File: src/rtl/tcd_pkg.sv
// Shared types, constants and the tone lookup for the tone frame command decoder.
package tcd_pkg;

    localparam int unsigned FRAME_NIBBLES = 6;
    localparam int unsigned FRAME_BITS    = 4 * FRAME_NIBBLES;
    localparam int unsigned COUNT_BITS    = 3;
    localparam logic [COUNT_BITS-1:0] COUNT_MAX   = 3'd7;
    localparam logic [COUNT_BITS-1:0] COUNT_FRAME = COUNT_BITS'(FRAME_NIBBLES);

    localparam int unsigned QUEUE_DEPTH = 2;
    localparam int unsigned QPTR_BITS   = $clog2(QUEUE_DEPTH);
    localparam int unsigned QCNT_BITS   = $clog2(QUEUE_DEPTH + 1);

    // Frame status codes
    localparam logic [2:0] ST_DRIVE     = 3'd0;
    localparam logic [2:0] ST_EXECUTE   = 3'd1;
    localparam logic [2:0] ST_DUPLICATE = 3'd2;
    localparam logic [2:0] ST_CSUM_ERR  = 3'd3;
    localparam logic [2:0] ST_LEN_ERR   = 3'd4;

    localparam logic [1:0] CMD_EXECUTE = 2'd0;

    typedef struct packed {
        logic [11:0] tone_hz;
        logic        frame_end;
    } t_in_word;

    typedef struct packed {
        logic [2:0] frame_status;
        logic [1:0] command_code;
        logic [7:0] command_data;
        logic       execute_route;
    } t_out_word;

    // One finished frame handed from front to back
    typedef struct packed {
        logic [FRAME_BITS-1:0] frame;
        logic                  len_ok;
    } t_frame_rec;

    typedef struct packed {
        logic empty;
        logic full;
    } t_queue_stat;

    typedef struct packed {
        logic       hit;
        logic [3:0] nibble;
    } t_tone_hit;

    function automatic t_tone_hit tone_lookup(input logic [11:0] hz);
        t_tone_hit r;
        r.hit = 1'b1;
        case (hz)
            12'd2277: r.nibble = 4'h0;
            12'd1906: r.nibble = 4'h1;
            12'd2033: r.nibble = 4'h2;
            12'd2174: r.nibble = 4'h3;
            12'd1979: r.nibble = 4'h4;
            12'd2106: r.nibble = 4'h5;
            12'd2247: r.nibble = 4'h6;
            12'd2061: r.nibble = 4'h7;
            12'd2188: r.nibble = 4'h8;
            12'd2329: r.nibble = 4'h9;
            12'd2330: r.nibble = 4'hA;
            12'd2403: r.nibble = 4'hB;
            12'd2485: r.nibble = 4'hC;
            12'd2574: r.nibble = 4'hD;
            12'd2150: r.nibble = 4'hE;
            12'd2418: r.nibble = 4'hF;
            default: begin
                r.hit    = 1'b0;
                r.nibble = 4'h0;
            end
        endcase
        return r;
    endfunction

endpackage

File: src/rtl/tcd_front.sv
// Front end: maps tones to nibbles, assembles frames and queues finished ones.
module tcd_front import tcd_pkg::*; (
    input  logic        i_clk,
    input  logic        i_rst_n,
    input  logic        i_accept,
    input  t_in_word    i_word,
    output logic        o_push,
    output t_frame_rec  o_rec
);

    logic [FRAME_BITS-1:0] r_frame, n_frame;
    logic [COUNT_BITS-1:0] r_count, n_count;
    logic [FRAME_BITS-1:0] shifted;
    logic [COUNT_BITS-1:0] count_upd;
    t_tone_hit             tone;

    always_comb begin
        tone      = tone_lookup(i_word.tone_hz);
        shifted   = r_frame;
        count_upd = r_count;
        if (tone.hit) begin
            shifted = {r_frame[FRAME_BITS-5:0], tone.nibble};
            if (r_count != COUNT_MAX) begin
                count_upd = r_count + COUNT_BITS'(1);
            end
        end
        o_rec.frame  = shifted;
        o_rec.len_ok = (count_upd == COUNT_FRAME);
        o_push       = i_accept && i_word.frame_end;
        n_frame      = r_frame;
        n_count      = r_count;
        if (i_accept) begin
            if (i_word.frame_end) begin
                n_frame = '0;
                n_count = '0;
            end else begin
                n_frame = shifted;
                n_count = count_upd;
            end
        end
    end

    always_ff @(posedge i_clk) begin
        if (!i_rst_n) begin
            r_frame <= '0;
            r_count <= '0;
        end else begin
            r_frame <= n_frame;
            r_count <= n_count;
        end
    end

endmodule

File: src/rtl/tcd_queue.sv
// Short frame queue between the front and back ends.
module tcd_queue import tcd_pkg::*; (
    input  logic        i_clk,
    input  logic        i_rst_n,
    input  logic        i_push,
    input  t_frame_rec  i_rec,
    input  logic        i_pop,
    output t_frame_rec  o_rec,
    output t_queue_stat o_stat
);

    t_frame_rec           r_mem [QUEUE_DEPTH];
    logic [QPTR_BITS-1:0] r_wr_ptr, n_wr_ptr;
    logic [QPTR_BITS-1:0] r_rd_ptr, n_rd_ptr;
    logic [QCNT_BITS-1:0] r_count, n_count;

    function automatic logic [QPTR_BITS-1:0] ptr_inc(input logic [QPTR_BITS-1:0] p);
        return (p == QPTR_BITS'(QUEUE_DEPTH - 1)) ? '0 : p + QPTR_BITS'(1);
    endfunction

    always_comb begin
        o_stat.empty = (r_count == '0);
        o_stat.full  = (r_count == QCNT_BITS'(QUEUE_DEPTH));
        o_rec        = r_mem[r_rd_ptr];
        n_wr_ptr     = i_push ? ptr_inc(r_wr_ptr) : r_wr_ptr;
        n_rd_ptr     = i_pop ? ptr_inc(r_rd_ptr) : r_rd_ptr;
        n_count      = r_count;
        if (i_push && !i_pop) begin
            n_count = r_count + QCNT_BITS'(1);
        end else if (!i_push && i_pop) begin
            n_count = r_count - QCNT_BITS'(1);
        end
    end

    always_ff @(posedge i_clk) begin
        if (i_push) begin
            r_mem[r_wr_ptr] <= i_rec;
        end
    end

    always_ff @(posedge i_clk) begin
        if (!i_rst_n) begin
            r_wr_ptr <= '0;
            r_rd_ptr <= '0;
            r_count  <= '0;
        end else begin
            r_wr_ptr <= n_wr_ptr;
            r_rd_ptr <= n_rd_ptr;
            r_count  <= n_count;
        end
    end

    a_no_overflow: assert property (@(posedge i_clk) disable iff (!i_rst_n)
        !(i_push && o_stat.full))
        else $error("frame pushed into full queue");
    a_no_underflow: assert property (@(posedge i_clk) disable iff (!i_rst_n)
        !(i_pop && o_stat.empty))
        else $error("frame popped from empty queue");
    a_count_range: assert property (@(posedge i_clk) disable iff (!i_rst_n)
        r_count <= QCNT_BITS'(QUEUE_DEPTH))
        else $error("queue count beyond depth");

endmodule

File: src/rtl/tcd_back.sv
// Back end: checks, de-duplicates and decodes frames into the output register.
module tcd_back import tcd_pkg::*; (
    input  logic        i_clk,
    input  logic        i_rst_n,
    input  t_queue_stat i_qstat,
    input  t_frame_rec  i_rec,
    output logic        o_pop,
    input  logic        i_ready,
    output logic        o_valid,
    output t_out_word   o_word
);

    logic [FRAME_BITS-1:0] r_prev_frame, n_prev_frame;
    logic                  r_prev_valid, n_prev_valid;
    logic                  r_exec, n_exec;
    logic                  r_out_valid, n_out_valid;
    t_out_word             r_out, n_out;
    logic [8:0]            target;
    logic [8:0]            sum;
    logic [1:0]            code;
    logic [7:0]            data;
    logic [FRAME_BITS-1:0] f;

    always_comb begin
        f      = i_rec.frame;
        target = {f[10:8], f[6:4], f[2:0]};
        sum    = 9'(f[23:20]) + 9'(f[19:12]);
        code   = f[23:22];
        data   = f[19:12];
        if (!f[21]) begin
            data[7:4] = 4'h0;
        end
        if (!f[20]) begin
            data[3:0] = 4'h0;
        end

        o_pop        = !i_qstat.empty && (!r_out_valid || i_ready);
        n_out_valid  = r_out_valid && !i_ready;
        n_out        = r_out;
        n_prev_frame = r_prev_frame;
        n_prev_valid = r_prev_valid;
        n_exec       = r_exec;

        if (o_pop) begin
            n_out_valid        = 1'b1;
            n_out.command_code = '0;
            n_out.command_data = '0;
            if (!i_rec.len_ok) begin
                n_out.frame_status = ST_LEN_ERR;
            end else if (target != sum) begin
                n_out.frame_status = ST_CSUM_ERR;
            end else begin
                n_out.command_code = code;
                n_out.command_data = data;
                if (r_prev_valid && f == r_prev_frame) begin
                    n_out.frame_status = ST_DUPLICATE;
                end else begin
                    n_prev_frame = f;
                    n_prev_valid = 1'b1;
                    if (code == CMD_EXECUTE) begin
                        n_exec             = 1'b1;
                        n_out.frame_status = ST_EXECUTE;
                    end else begin
                        n_out.frame_status = ST_DRIVE;
                    end
                end
            end
            n_out.execute_route = n_exec;
        end
    end

    always_ff @(posedge i_clk) begin
        r_out        <= n_out;
        r_prev_frame <= n_prev_frame;
    end

    always_ff @(posedge i_clk) begin
        if (!i_rst_n) begin
            r_prev_valid <= 1'b0;
            r_exec       <= 1'b0;
            r_out_valid  <= 1'b0;
        end else begin
            r_prev_valid <= n_prev_valid;
            r_exec       <= n_exec;
            r_out_valid  <= n_out_valid;
        end
    end

    assign o_valid = r_out_valid;
    assign o_word  = r_out;

    a_exec_sticky: assert property (@(posedge i_clk) disable iff (!i_rst_n)
        $past(r_exec) |-> r_exec)
        else $error("execute flag dropped");
    a_err_zero: assert property (@(posedge i_clk) disable iff (!i_rst_n)
        (r_out_valid && (r_out.frame_status == ST_LEN_ERR ||
                         r_out.frame_status == ST_CSUM_ERR))
        |-> (r_out.command_code == '0 && r_out.command_data == '0))
        else $error("rejected frame carries command fields");
    a_exec_status: assert property (@(posedge i_clk) disable iff (!i_rst_n)
        (r_out_valid && r_out.frame_status == ST_EXECUTE)
        |-> (r_out.execute_route && r_out.command_code == CMD_EXECUTE))
        else $error("execute word without execute route");

endmodule

File: src/rtl/tone_frame_command_decoder_core.sv
// Top level of the tone frame command decoder: front end, frame queue, back end.
// Result path: accepting a frame's last tone pushes the frame into the queue; the back end pops it
//   when its output register is free and registers the result on o_word; tones without frame end give no word.
// Throughput: one tone word per cycle; the front end takes a word whenever the
//   two-entry frame queue has room, independent of output stalls until it fills.
// Reset: synchronous active-low i_rst_n clears frame buffer, nibble count, queue,
//   previous-frame valid, execute flag and output valid; payload registers hold.
module tone_frame_command_decoder_core import tcd_pkg::*; (
    input  logic      i_clk,
    input  logic      i_rst_n,
    input  logic      i_valid,
    output logic      o_ready,
    input  t_in_word  i_word,
    output logic      o_valid,
    input  logic      i_ready,
    output t_out_word o_word
);

    t_queue_stat qstat;
    t_frame_rec  push_rec;
    t_frame_rec  head_rec;
    logic        push;
    logic        pop;
    logic        in_accept;

    // Take a tone word whenever the queue can hold one more finished frame.
    assign o_ready   = !qstat.full;
    assign in_accept = i_valid && o_ready;

    // Front: tone lookup, nibble shift and length count; push the frame on its end.
    tcd_front u_front (
        .i_clk    (i_clk),
        .i_rst_n  (i_rst_n),
        .i_accept (in_accept),
        .i_word   (i_word),
        .o_push   (push),
        .o_rec    (push_rec)
    );

    // Queue: decouple frame assembly from the output stall.
    tcd_queue u_queue (
        .i_clk   (i_clk),
        .i_rst_n (i_rst_n),
        .i_push  (push),
        .i_rec   (push_rec),
        .i_pop   (pop),
        .o_rec   (head_rec),
        .o_stat  (qstat)
    );

    // Back: checksum, duplicate check, execute flag and command decode.
    tcd_back u_back (
        .i_clk   (i_clk),
        .i_rst_n (i_rst_n),
        .i_qstat (qstat),
        .i_rec   (head_rec),
        .o_pop   (pop),
        .i_ready (i_ready),
        .o_valid (o_valid),
        .o_word  (o_word)
    );

endmodule

File: config.mk
export PLATFORM = sky130hd
export DESIGN_NAME = tone_frame_command_decoder_core
export DESIGN_NICKNAME = d
export VERILOG_FILES = /design/src/rtl/tcd_pkg.sv /design/src/rtl/tcd_front.sv /design/src/rtl/tcd_queue.sv /design/src/rtl/tcd_back.sv /design/src/rtl/tone_frame_command_decoder_core.sv
export SDC_FILE = /design/constraint.sdc
export NUM_CORES = 1
export LEC_CHECK = 0
export BUFFER_PORTS_ARGS = -buffer_cell sky130_fd_sc_hd__buf_4
export CORE_MARGIN = 4
export CORE_UTILIZATION = 40
export DETAILED_ROUTE_END_ITERATION = 8
export SLEW_MARGIN = 20
export SYNTH_ARGS = -nofsm -noshare
export SYNTH_HDL_FRONTEND = slang
export SYNTH_SLANG_ARGS = --single-unit
File: constraint.sdc
create_clock -name i_clk -period 5.05 [get_ports i_clk]
set_input_delay 0.505 -clock i_clk [delete_from_list [all_inputs] [get_ports i_clk]]
set_output_delay 0.505 -clock i_clk [all_outputs]
set_load 0.02 [all_outputs]
Word level (Yosys, flattened, before mapping)
Memories as Yosys holds them, arrays and structs flattened. A register that Yosys moved wholly into a read port is not among the register bits.
Index checks and enable logic that the tools add are counted.
- output and inout bits: 16
- memory bits (writable): 50
- register bits after elaboration: 72
- memories kept: 1
- input port bits: 17
- logic and storage cells: 92
- bits in latches: 0
- bits in read-only memories: 0
- memories (name ; words ; width ; rd ports ; clocked after memory_dff ; wr ports ; RTL line ; RTL):
    u_queue.r_mem ; 2 ; 25 ; 1 ; 1 ; 1 ; tcd_queue.sv:12 ; t_frame_rec r_mem [QUEUE_DEPTH];
- muxes and demuxes: 23
- divide/modulo/power cells: 0
- equality and inequality tests: 21
- shift operators: 0
- reduce and logical (&&, ||, !) cells: 22
- magnitude comparators: 0
- $add $sub $neg: 6
- bitwise logic cells: 5
- $mul: 0
- operator list (kind ; count):
    $eq 12x12->1 const B ; 13
    $pmux 4 s15 ; 1
    $mux 24 ; 2
    $eq 12x11->1 const B ; 3
    $eq 24x24->1 ; 1
    $reduce_or 16->1 ; 1
    $mux 1 ; 13
    $mux 3 ; 4
    $add 4x8->9 ; 1
    $ne 9x9->1 ; 1
    $logic_and 1x1->1 ; 7
    $logic_not 1->1 ; 6
    $mux 2 ; 3
    $reduce_or 3->1 ; 2
    $not 1->1 ; 5
    $logic_not 2->1 ; 2
    $reduce_and 4->1 ; 1
    $add 3x1->3 const B ; 1
    $eq 3x3->1 const B ; 1
    $ne 3x3->1 const B ; 1
    $add 1x1->1 const B ; 2
    $add 2x1->2 const B ; 1
    $eq 2x2->1 const B ; 1
    $reduce_bool 2->1 ; 1
    other kinds (3) ; 3

Logic depth before layout (Yosys ltp)
Gate-level depths: netlist of the first run.
- depth after elaboration: 8
- gate-level depth with buffers: 15
- mapped depth without buffers: 11

Cells and area by module
From an unflattened synthesis of the first run, not the netlist that was laid out.
- cells, all modules: 448
- area, all modules: 5901.9 µm²
- modules (own cells, without submodules) (module ; sequential area each (µm²) ; times used ; area an instance (µm²) ; cells each):
    tcd_back ; 1201.2 ; 1 ; 2213.4 ; 172
    tcd_queue ; 1601.5 ; 1 ; 2021.9 ; 100
    tcd_front ; 540.5 ; 1 ; 1656.6 ; 174
    tone_frame_command_decoder_core ; 0.0 ; 1 ; 10.0 ; 2

Worst setup path after synthesis of the first run
Ideal clock, no wire load.
- kind: register to register
- start point: reg with a tool-made name
- end point: reg u_back.r_prev_frame[0] (enable)
- path buffers: 5
- data arrival time: 4.276 ns
- path slack: 0.371 ns
- cell stages (with the launch flop): 15
- library setup time: 0.403 ns
- clock period less this slack: 4.679 ns
- data required time: 4.647 ns
- cell sequence: dfxtp_1 buf_6 buf_6 buf_6 buf_6 mux2i_1 inv_1 fa_1 a21o_1 a21o_1 a31o_2 a2111oi_2 or4b_1 buf_2 nor3_2
- RTL lines (element ; RTL line ; RTL):
    end signal: assignment ; tcd_back.sv:74 ; r_prev_frame <= n_prev_frame;
    end: declaration ; tcd_back.sv:13 ; logic [FRAME_BITS-1:0] r_prev_frame, n_prev_frame;

==> results.yml, run 1 <==
timing:
  hold_violations: 0
  worstMarginPinSlew_ns: 0.987
  rsz0062_at_grt: "false"
  finalClockSkew_ns: 0.0116
  period_needed_ns: 4.26
  fmax_ghz: 0.235
  setup_viol: 0
  slew_viol_final: 0
  whs_ns: 0.414
  tns_ns: 0
  relSlewSlack_pct: 34.1
  finalCritPeriodShare_pct: 84.3
hold_path:
  worst_hold_path.endpoint: "u_front.r_frame[0]$_SDFFE_PN0P_"
  hold_depth: 2
  hp-class: "primary input to flop"
  min_from: "i_rst_n"
floorplan:
  fp.dieH_um: 130
  die_w_um: 130
  die-area_um2: 16900
  fp.coreArea_um2: 14500
  start_util_pct: 41.0
  ios: 33
  row_count: 44
drt:
  wirelength_um: 12600
  antenna_left: 0
  wl_per_cell_um: 16.7
  vias: 4098
  drc: 0
  first_iter_violations: 257
  dr.pass1.iters: 5
  routed_via_density: 5.43
pwr:
  max-vdd-ir-drop_mv: 0.311
  p_per_area_nw_per_um2: 472
  leakagePower_nw: 2.60
  power_mw: 3.29
synth:
  synthesis.nets: 550
  syn_inst: 526
  ys_dominant_reg_cell: "edfxtp_1"
  synth-seq-area-share_pct: 56.1
  ys_types: 69
  synthArstFlopShare_pct: 0
  netlist_area_um2: 5950
  ys_warn_count: 0
  syn_avg_cell_area_um2: 11.3
  ys_ff_latch: 123
  synth-edff-count: 88
grt:
  grt_start_max_net_pins: 32
  grtUsageTotal_pct: 15.7
  grt_pass1_vias: 3952
  overflow: 0
  grt_pass1_wl_um: 20500
  antenna_found_initial: 0
finish:
  final_util_pct: 48.0
  mostFrequentLayoutCells: "edfxtp_1 (88), nand2_1 (78), nor2_1 (49), buf_4 (40), dfxtp_1 (35)"
  diodes: 0
  design_area_um2: 6970
  final_common_cell: "edfxtp_1"
  drive_above_1_share_pct: 15.6
  syn_to_final_growth_pct: 17.1
  fin_nets: 582
clock_tree:
  cts_hold_buf: 0
  cts_buffer_depth: 2
  post_cts_resized: 0
  post-cts-setup-buffers: 0
  insertion_delay_ns: 0.41
  cts_tree: "done"
  clkTransAtPathRegs_ns: 0.05
  root_buffer: "clkbuf_16"
  htreeDepth: 4
  cts_buffers: 17
  clock-sinks: 123
job:
  cap_viol_max_count: 0
setup_path:
  r2r_end: "u_back.r_prev_frame[16]$_DFFE_PP_"
  cp-end-kind: "flop"
  r2r_cells: 10
  critPathMaxFanout: 27
  cp_data_arrival_time_ns: 4.33
  cp-start-kind: "flop"
  cp_data_required_time_ns: 5.12
  worstSetupPathType: "flop to flop"
  ff2ff_setup_slack_ns: 0.79
place:
  port_buffers: 32
  gp_congestion: 0.868
  place_area_um2: 6360
  hpwl_um: 8830
run_status:
  status: "completed"
## worst max-delay path by stage
stage,startpoint,cells past startpoint,end
after floorplan,flop,14,u_back.r_prev_frame[0]$_DFFE_PP_
after global placement,flop,10,u_back.r_prev_frame[2]$_DFFE_PP_
after detailed placement,flop,10,u_back.r_prev_frame[0]$_DFFE_PP_
after CTS,flop,10,u_back.r_prev_frame[0]$_DFFE_PP_
after global routing,flop,10,u_back.r_prev_frame[0]$_DFFE_PP_
final,flop,10,u_back.r_prev_frame[16]$_DFFE_PP_
## area by class of cell
| type | count | area, um2 |
|---|---|---|
| clock buffers | 22 | 444 |
| repair buffers | 40 | 300 |
| fillers | 1332 | 7560 |
| inverters | 19 | 71.3 |
| clock inverters | 10 | 171 |
| flip-flops and latches | 123 | 3340 |
| multi-input cells | 357 | 2410 |
| well taps | 184 | 230 |
## registers in the layout, summed over array words and instances (netlist names), named ones only
signal	flops
u_back.r_prev_valid	1
u_queue.r_wr_ptr	1
u_queue.r_rd_ptr	1
u_queue.r_mem	50
u_front.r_count	3
u_back.o_word	14
u_back.r_exec	1
u_back.o_valid	1
u_back.r_prev_frame	24
u_queue.r_count	2
u_front.r_frame	24
## stage by stage
| stage | setup WS [ns] | cells |
|---|---|---|
| after floorplan | 0.371 | 526 |
| after global placement | 0.985 | 723 |
| after detailed placement | 0.830 | 723 |
| after CTS | 0.817 | 755 |
| after global routing | 0.584 | 755 |
| final | 0.793 | 755 |
## where the power goes
part	internal (mW)	switching (mW)	total [mW]
clock network	0.868	0.401	1.27
logic	0.310	0.467	0.777
registers	1.20	0.0453	1.24
## critical path, cell delays in order, from the launching register on
cell and delay [ns]:
dfxtp_1 0.55, buf_4 0.45, mux2i_1 0.42, inv_1 0.10, ha_1 0.39, a21o_1 0.23, a31o_2 0.26, a2111oi_2 0.32
or4b_1 0.65, nor3_4 0.21, buf_4 0.33
## cell usage after synthesis, types with 3 or more instances
library cell | n | area (um2)
nor4_1 | 10 | 62.6
nand4_1 | 7 | 43.8
inv_1 | 19 | 71.3
a32oi_1 | 20 | 175
nand4b_1 | 3 | 26.3
nor3b_1 | 4 | 30.0
o21ai_0 | 5 | 25.0
nand2_1 | 78 | 293
dfxtp_1 | 35 | 701
nand2b_1 | 5 | 31.3
a31oi_1 | 4 | 25.0
nor2_1 | 50 | 188
buf_2 | 7 | 35.0
a21oi_1 | 11 | 55.1
nor2b_1 | 8 | 50.1
o21a_1 | 3 | 22.5
xor2_1 | 23 | 201
mux2_2 | 11 | 124
clkbuf_1 | 15 | 56.3
xnor2_1 | 21 | 184
nor4b_1 | 5 | 43.8
edfxtp_1 | 88 | 2640
a21o_1 | 3 | 22.5
ha_1 | 6 | 75.1
buf_6 | 4 | 45.0
mux2i_1 | 14 | 140
nand3_1 | 5 | 25.0
nor3_1 | 6 | 30.0
and3_1 | 5 | 31.3
o21bai_1 | 3 | 22.5
## layer usage
metal | routed length [um] | vias to the layer above | track usage, %
met2 | 5750 | 143 | 23.1
met1 | 5890 | 1959 | 22.4
met4 | 198 | 0 | 4.95
met5 | 0 | - | 0
met3 | 750 | 17 | 4.46
li1 | - | 1979 | -
## logic make-up after synthesis
logic type	share of synthesized area (%)
flip-flops	56.1
buffers and inverters	3.55
XOR/XNOR	6.75
adder cells (fa/ha/maj)	1.60
AO/OA/AOI/OAI	8.41
AND/OR/NAND/NOR	18.2
multiplexers	5.38
Power figures use the tool's default switching activity.
==> inputs of run 2 (changes only) <==
- clock period: 5.05 -> 3.45 ns (I/O delays scaled with it)
==> run 2 against run 1 <==
Hold slack worse by 0.17 ns. Global-route usage is 0.075 points higher. Register-to-register slack worse by 0.75 ns. Clock skew is 0.00083 ns lower. Clock power is 37% higher. Via count is 0.12% lower. Critical path depth is 1 higher. Largest cell class unchanged.
==> results.yml, run 2 (synthesis results as in run 1) <==
finish:
  stdcell_count: 774
  mostFrequentLayoutCells: "edfxtp_1 (88), nand2_1 (78), buf_4 (55), nor2_1 (49), dfxtp_1 (34)"
  largest_reg_flops: 50
  design_area_um2: 7200
  syn_to_final_growth_pct: 20.9
  largest-register: "u_queue.r_mem"
  final_common_cell: "edfxtp_1"
  biggestRegsByFlops: "u_queue.r_mem (50), u_back.r_prev_frame (24), u_front.r_frame (24)"
  drive_above_1_share_pct: 21.2
  diodes: 0
  fin_nets: 601
clock_tree:
  insertion_delay_ns: 0.42
  cts_buffers: 17
  clock-sinks: 123
  clkTransAtPathRegs_ns: 0.05
  root_buffer: "clkbuf_16"
  cts_tree: "done"
  htreeDepth: 4
  cts_buffer_depth: 2
drt:
  routed_via_density: 5.29
  first_iter_violations: 271
  wl_per_cell_um: 16.4
  wirelength_um: 12700
  drc: 0
  vias: 4093
  antenna_left: 0
  dr.pass1.iters: 5
timing:
  whs_ns: 0.248
  slew_viol_final: 0
  worstMarginPinSlew_ns: 0.991
  period_needed_ns: 3.41
  tns_ns: 0
  fmax_ghz: 0.294
  finalClockSkew_ns: 0.0108
  finalCritPeriodShare_pct: 98.7
  setup_viol: 0
  rsz0062_at_grt: "true"
  hold_violations: 0
  relSlewSlack_pct: 33.9
  timing.final.ws_setup_ns: 0.0441
grt:
  grtUsageTotal_pct: 15.7
  grt_pass1_wl_um: 20300
  overflow: 0
  grt_start_max_net_pins: 32
  grt_pass1_vias: 3998
  antenna_found_initial: 0
hold_path:
  hp-class: "primary input to flop"
floorplan:
  row_count: 44
  fp.coreArea_um2: 14500
  start_util_pct: 41.0
  die_w_um: 130
  fp.dieH_um: 130
  die-area_um2: 16900
  ios: 33
pwr:
  pwr-share-comb_pct: 27.2
  p_per_area_nw_per_um2: 679
  p_seq_share_pct: 37.2
  internal_power_mw: 3.46
  power_frac_clock_pct: 35.6
  max-vdd-ir-drop_mv: 0.435
  p_sw_share_pct: 29.2
  p_sw_mw: 1.43
  leakagePower_nw: 2.70
place:
  hpwl_um: 9020
  place_inst: 740
  port_buffers: 32
  dp_worst_setup_slack_ns: -0.0151
  gp_congestion: 0.877
  place_area_um2: 6540
setup_path:
  crit_path_max_incr_delay_ns: 0.52
  crit_path_frequent_cell: "a21o_1"
  cp-start-kind: "flop"
  critPathMaxFanout: 7
  worstSetupPathType: "flop to flop"
  cp_data_required_time_ns: 3.58
  cp-end-kind: "flop"
  worst_path_max_delay_cell: "or4b_4"
  path_cells: "mux2i_4 -> inv_2 -> ha_4 -> fa_2 -> a21o_1 -> a21o_1 -> a31o_4 -> a2111oi_4 -> or4b_4 -> nor3_4 -> buf_4"
  cp_data_arrival_time_ns: 3.53
run_status:
  status: "completed"
job:
  cap_viol_max_count: 0
[run 2: cell types whose count changed in the layout (fill, tap and decap cells not counted), moves of 3 or more]
cell	before	now
mux2i_2	0	3
clkbuf_1	5	2
mux2i_1	14	9
buf_6	0	4
buf_4	40	55
clkinvlp_4	0	4
[run 2: power groups by stage]
stage          logic (mW)  registers (mW)  clock network [mW]
2_1_floorplan       0.835            1.91                   0
3_3_place_gp         1.24            1.84                   0
3_5_place_dp         1.27            1.85                   0
4_1_cts              1.30            1.82                1.78
5_1_grt              1.44            1.83                1.85
6_report             1.33            1.82                1.74
[run 2: final timing paths]
kind / start / endpoint / slack [ns] / cells past startpoint
hold reg to reg: u_back.r_prev_valid$_SDFFE_PN0P_ / u_back.r_prev_valid$_SDFFE_PN0P_ / 0.46 / 1
setup / recovery: flop / u_back.r_prev_frame[23]$_DFFE_PP_ / 0.04 / 11
hold / removal: i_rst_n / u_front.r_frame[0]$_SDFFE_PN0P_ / 0.25 / 2
setup reg to reg: flop / u_back.r_prev_frame[23]$_DFFE_PP_ / 0.04 / 11
[run 2: worst max-delay path, delay by kind of cell (launching register included)]
| family | cells | cell delay (ns) |
|---|---|---|
| flops | 1 | 0.38 |
| buf+inv | 2 | 0.27 |
| fa+ha+maj | 2 | 0.53 |
| simple gates | 2 | 0.76 |
| compound gates | 4 | 0.91 |
| mux | 1 | 0.25 |
[run 2: repair_timing]
action	CTS	global route
gates cloned	1	0
resized for setup	6	9
setup endpoints to repair	24	28
hold buffers	0	0
buffers inserted	2	1
pin swaps	0	7
[run 2: stage by stage]
step | power (mW) | util, %
after CTS | 4.89 | 49.5
after detailed placement | 3.11 | 45.0
after floorplan | 2.74 | -
final | 4.89 | 49.5
after global routing | 5.12 | 49.5
after global placement | 3.08 | 45.0
[run 2: layout make-up]
cell class                      count  area (um2)
Inverter                           19        71.3
Clock buffer                       19         433
Tap cell                          184         230
Timing Repair Buffer               59         458
Fill cell                        1316        7330
Sequential cell                   123        3350
Multi-Input combinational cell    357        2510
Clock inverter                     13         151
[run 2: metal layers]
metal  vias to the layer above  wire length (um)  global-route usage, %
met4                         0               199                   5.50
met1                      1961              5930                   20.8
met2                        89              6060                   25.3
li1                       2025                 -                      -
met3                        18               483                   4.05
met5                         -                 0                      0
==> inputs of run 3 (changes only) <==
- ABC_AREA: default -> 1
- clock period: 3.45 -> 3.7 ns (I/O delays scaled with it)
==> run 3 against run 2 <==
Critical path depth up 5. Sequential share of layout area decreased by 2.6 points. Combinational power up 6%. Power shrank 3.2%. Sequential power fell by 7%. Register-to-register slack improved by 0.35 ns. Critical endpoint is now u_back.r_prev_frame[11]$_DFFE_PP_. Fmax grew 3.0%. Count of clock-buffer cells in the layout is 2 higher.
==> results.yml, run 3 <==
run_status:
  status: "completed"
drt:
  wl_per_cell_um: 12.9
  first_iter_violations: 389
  vias: 5193
  routed_via_density: 4.69
  wirelength_um: 14300
  drc: 0
  dr.pass1.iters: 5
  antenna_left: 0
setup_path:
  cp_data_required_time_ns: 3.82
  r2r_cells: 16
  cp-end-kind: "flop"
  worstSetupPathType: "flop to flop"
  r2r_end: "u_back.r_prev_frame[11]$_DFFE_PP_"
  cp_data_arrival_time_ns: 3.42
  critPathMaxFanout: 39
  cp-start-kind: "flop"
  ff2ff_setup_slack_ns: 0.39
clock_tree:
  post-cts-setup-buffers: 0
  cts_buffers: 17
  insertion_delay_ns: 0.42
  cts_tree: "done"
  clkTransAtPathRegs_ns: 0.05
  root_buffer: "clkbuf_16"
  clock-sinks: 123
  cts_buffer_depth: 2
  post_cts_resized: 0
  cts_hold_buf: 0
  htreeDepth: 4
timing:
  hold_violations: 0
  relSlewSlack_pct: 34.1
  fmax_ghz: 0.302
  tns_ns: 0
  worstMarginPinSlew_ns: 0.987
  finalClockSkew_ns: 0.00881
  period_needed_ns: 3.31
  rsz0062_at_grt: "false"
  slew_viol_final: 0
  setup_viol: 0
  finalCritPeriodShare_pct: 89.4
finish:
  syn_to_final_growth_pct: 16.9
  largest-register: "u_queue.r_mem"
  drive_above_1_share_pct: 9.76
  largest_reg_flops: 50
  final_util_pct: 47.8
  diodes: 0
  biggestRegsByFlops: "u_queue.r_mem (50), u_back.r_prev_frame (24), u_front.r_frame (24)"
  design_area_um2: 7620
  final_common_cell: "nand2_1"
  fin_nets: 903
  mostFrequentLayoutCells: "nand2_1 (311), inv_1 (115), edfxtp_1 (88), nand3_1 (76), nor2_1 (68)"
hold_path:
  min_from: "i_rst_n"
  hold_depth: 3
  worst_hold_path.endpoint: "u_queue.r_wr_ptr$_SDFFE_PN0P_"
  hp-class: "primary input to flop"
place:
  hpwl_um: 10500
  port_buffers: 32
  place_area_um2: 7050
  gp_congestion: 0.855
synth:
  ys_types: 32
  syn_inst: 836
  synth.top_cell.area_share_pct: 40.5
  netlist_area_um2: 6520
  synthesis.nets: 860
  ys_ff_latch: 123
  synth_common_cells: "nand2_1 (311), inv_1 (115), edfxtp_1 (88), nand3_1 (76), nor2_1 (71)"
  ys_warn_count: 0
  synth-seq-area-share_pct: 51.3
  ys_dominant_reg_cell: "edfxtp_1"
  yosysMostFrequentCell: "nand2_1"
  syn_avg_cell_area_um2: 7.80
  synth-edff-count: 88
  synthArstFlopShare_pct: 0
  synth_area_leader_cell: "edfxtp_1"
  yosys-top-cells-area: "edfxtp_1 (41%), nand2_1 (18%), dfxtp_1 (11%)"
grt:
  grtUsageTotal_pct: 16.5
  grt_start_max_net_pins: 47
  overflow: 0
  grt_pass1_wl_um: 23800
  grt_pass1_vias: 4767
  antenna_found_initial: 0
floorplan:
  ios: 33
  die_w_um: 136
  fp.dieH_um: 136
  start_util_pct: 40.9
  die-area_um2: 18400
  row_count: 46
  fp.coreArea_um2: 15900
pwr:
  leakagePower_nw: 3.47
  max-vdd-ir-drop_mv: 0.329
  p_per_area_nw_per_um2: 621
  power_mw: 4.73
job:
  cap_viol_max_count: 0
-- run 3: cell types whose count changed in the layout (fill, tap and decap cells not counted), sizes merged, moves of 21 or more --
cell,before,now
a21oi,11,37
inv,19,117
nand2,78,315
nand3,5,76
nor2,50,73
xor2,24,3
-- run 3: cells by family after synthesis --
| family | count (synthesis) | synth area share, % |
|---|---|---|
| adder cells (fa/ha/maj) | 7 | 1.46 |
| buffers and inverters | 138 | 8.64 |
| AO/OA/AOI/OAI | 71 | 6.39 |
| AND/OR/NAND/NOR | 492 | 31.5 |
| multiplexers | 1 | 0.154 |
| flip-flops | 123 | 51.3 |
| XOR/XNOR | 4 | 0.538 |
-- run 3: worst max-delay path by stage --
| stage | start | to | slack [ns] | cells past startpoint |
|---|---|---|---|---|
| 4_1_cts | flop | u_back.r_prev_frame[17]$_DFFE_PP_ | 0.39 | 16 |
| 3_5_place_dp | flop | u_back.r_prev_frame[3]$_DFFE_PP_ | 0.42 | 16 |
| 5_1_grt | flop | u_back.r_prev_frame[17]$_DFFE_PP_ | 0.12 | 17 |
| 3_3_place_gp | flop | u_back.r_prev_frame[3]$_DFFE_PP_ | 0.49 | 17 |
| 6_report | flop | u_back.r_prev_frame[11]$_DFFE_PP_ | 0.39 | 16 |
| 2_1_floorplan | flop | u_back.r_prev_frame[0]$_DFFE_PP_ | 0.04 | 16 |
-- run 3: cell type report --
type | count | area (um2)
tap | 216 | 270
multi-input combinational | 575 | 2630
inverter | 117 | 439
sequential | 123 | 3340
fill | 1578 | 8320
timing repair buffer | 45 | 363
clock buffer | 21 | 450
clock inverter | 10 | 125
-- run 3: metal layers --
metal  share of wire [%]  routed length [um]  global-route usage [%]
met3                 4.1                 585                    4.61
met5                   0                   0                       0
met1                  49                7020                    22.7
met4                 1.9                 268                    4.98
met2                  45                6430                    25.5
-- run 3: worst max-delay path, stage by stage (launching register included) --
cell and delay [ns]:
dfxtp_1 0.38, buf_12 0.20, nand2_1 0.07, nand2_1 0.18, ha_1 0.27, fa_1 0.44, nand3b_1 0.17, nand2_1 0.07
nand2_1 0.05, nor2_1 0.10, nand2_1 0.06, nor2_1 0.10, nand2_1 0.09, nor2_2 0.20, nand2_2 0.13, nor3_4 0.26
buf_12 0.22
-- run 3: metrics by stage --
| stage | hold WS, ns | worst slack [ns] | instances |
|---|---|---|---|
| final | 0.251 | 0.393 | 1107 |
| after global routing | 0.248 | 0.122 | 1107 |
| after CTS | 0.232 | 0.387 | 1107 |
| after detailed placement | 0.446 | 0.418 | 1076 |
| after global placement | 0.435 | 0.492 | 1076 |
| after floorplan | 0.425 | 0.0398 | 836 |
-- run 3: where the power goes --
group          total, mW  switching [mW]  internal, mW
logic               1.41           0.956         0.459
registers           1.69          0.0446          1.65
clock network       1.62           0.564          1.06
total               4.73            1.56          3.17
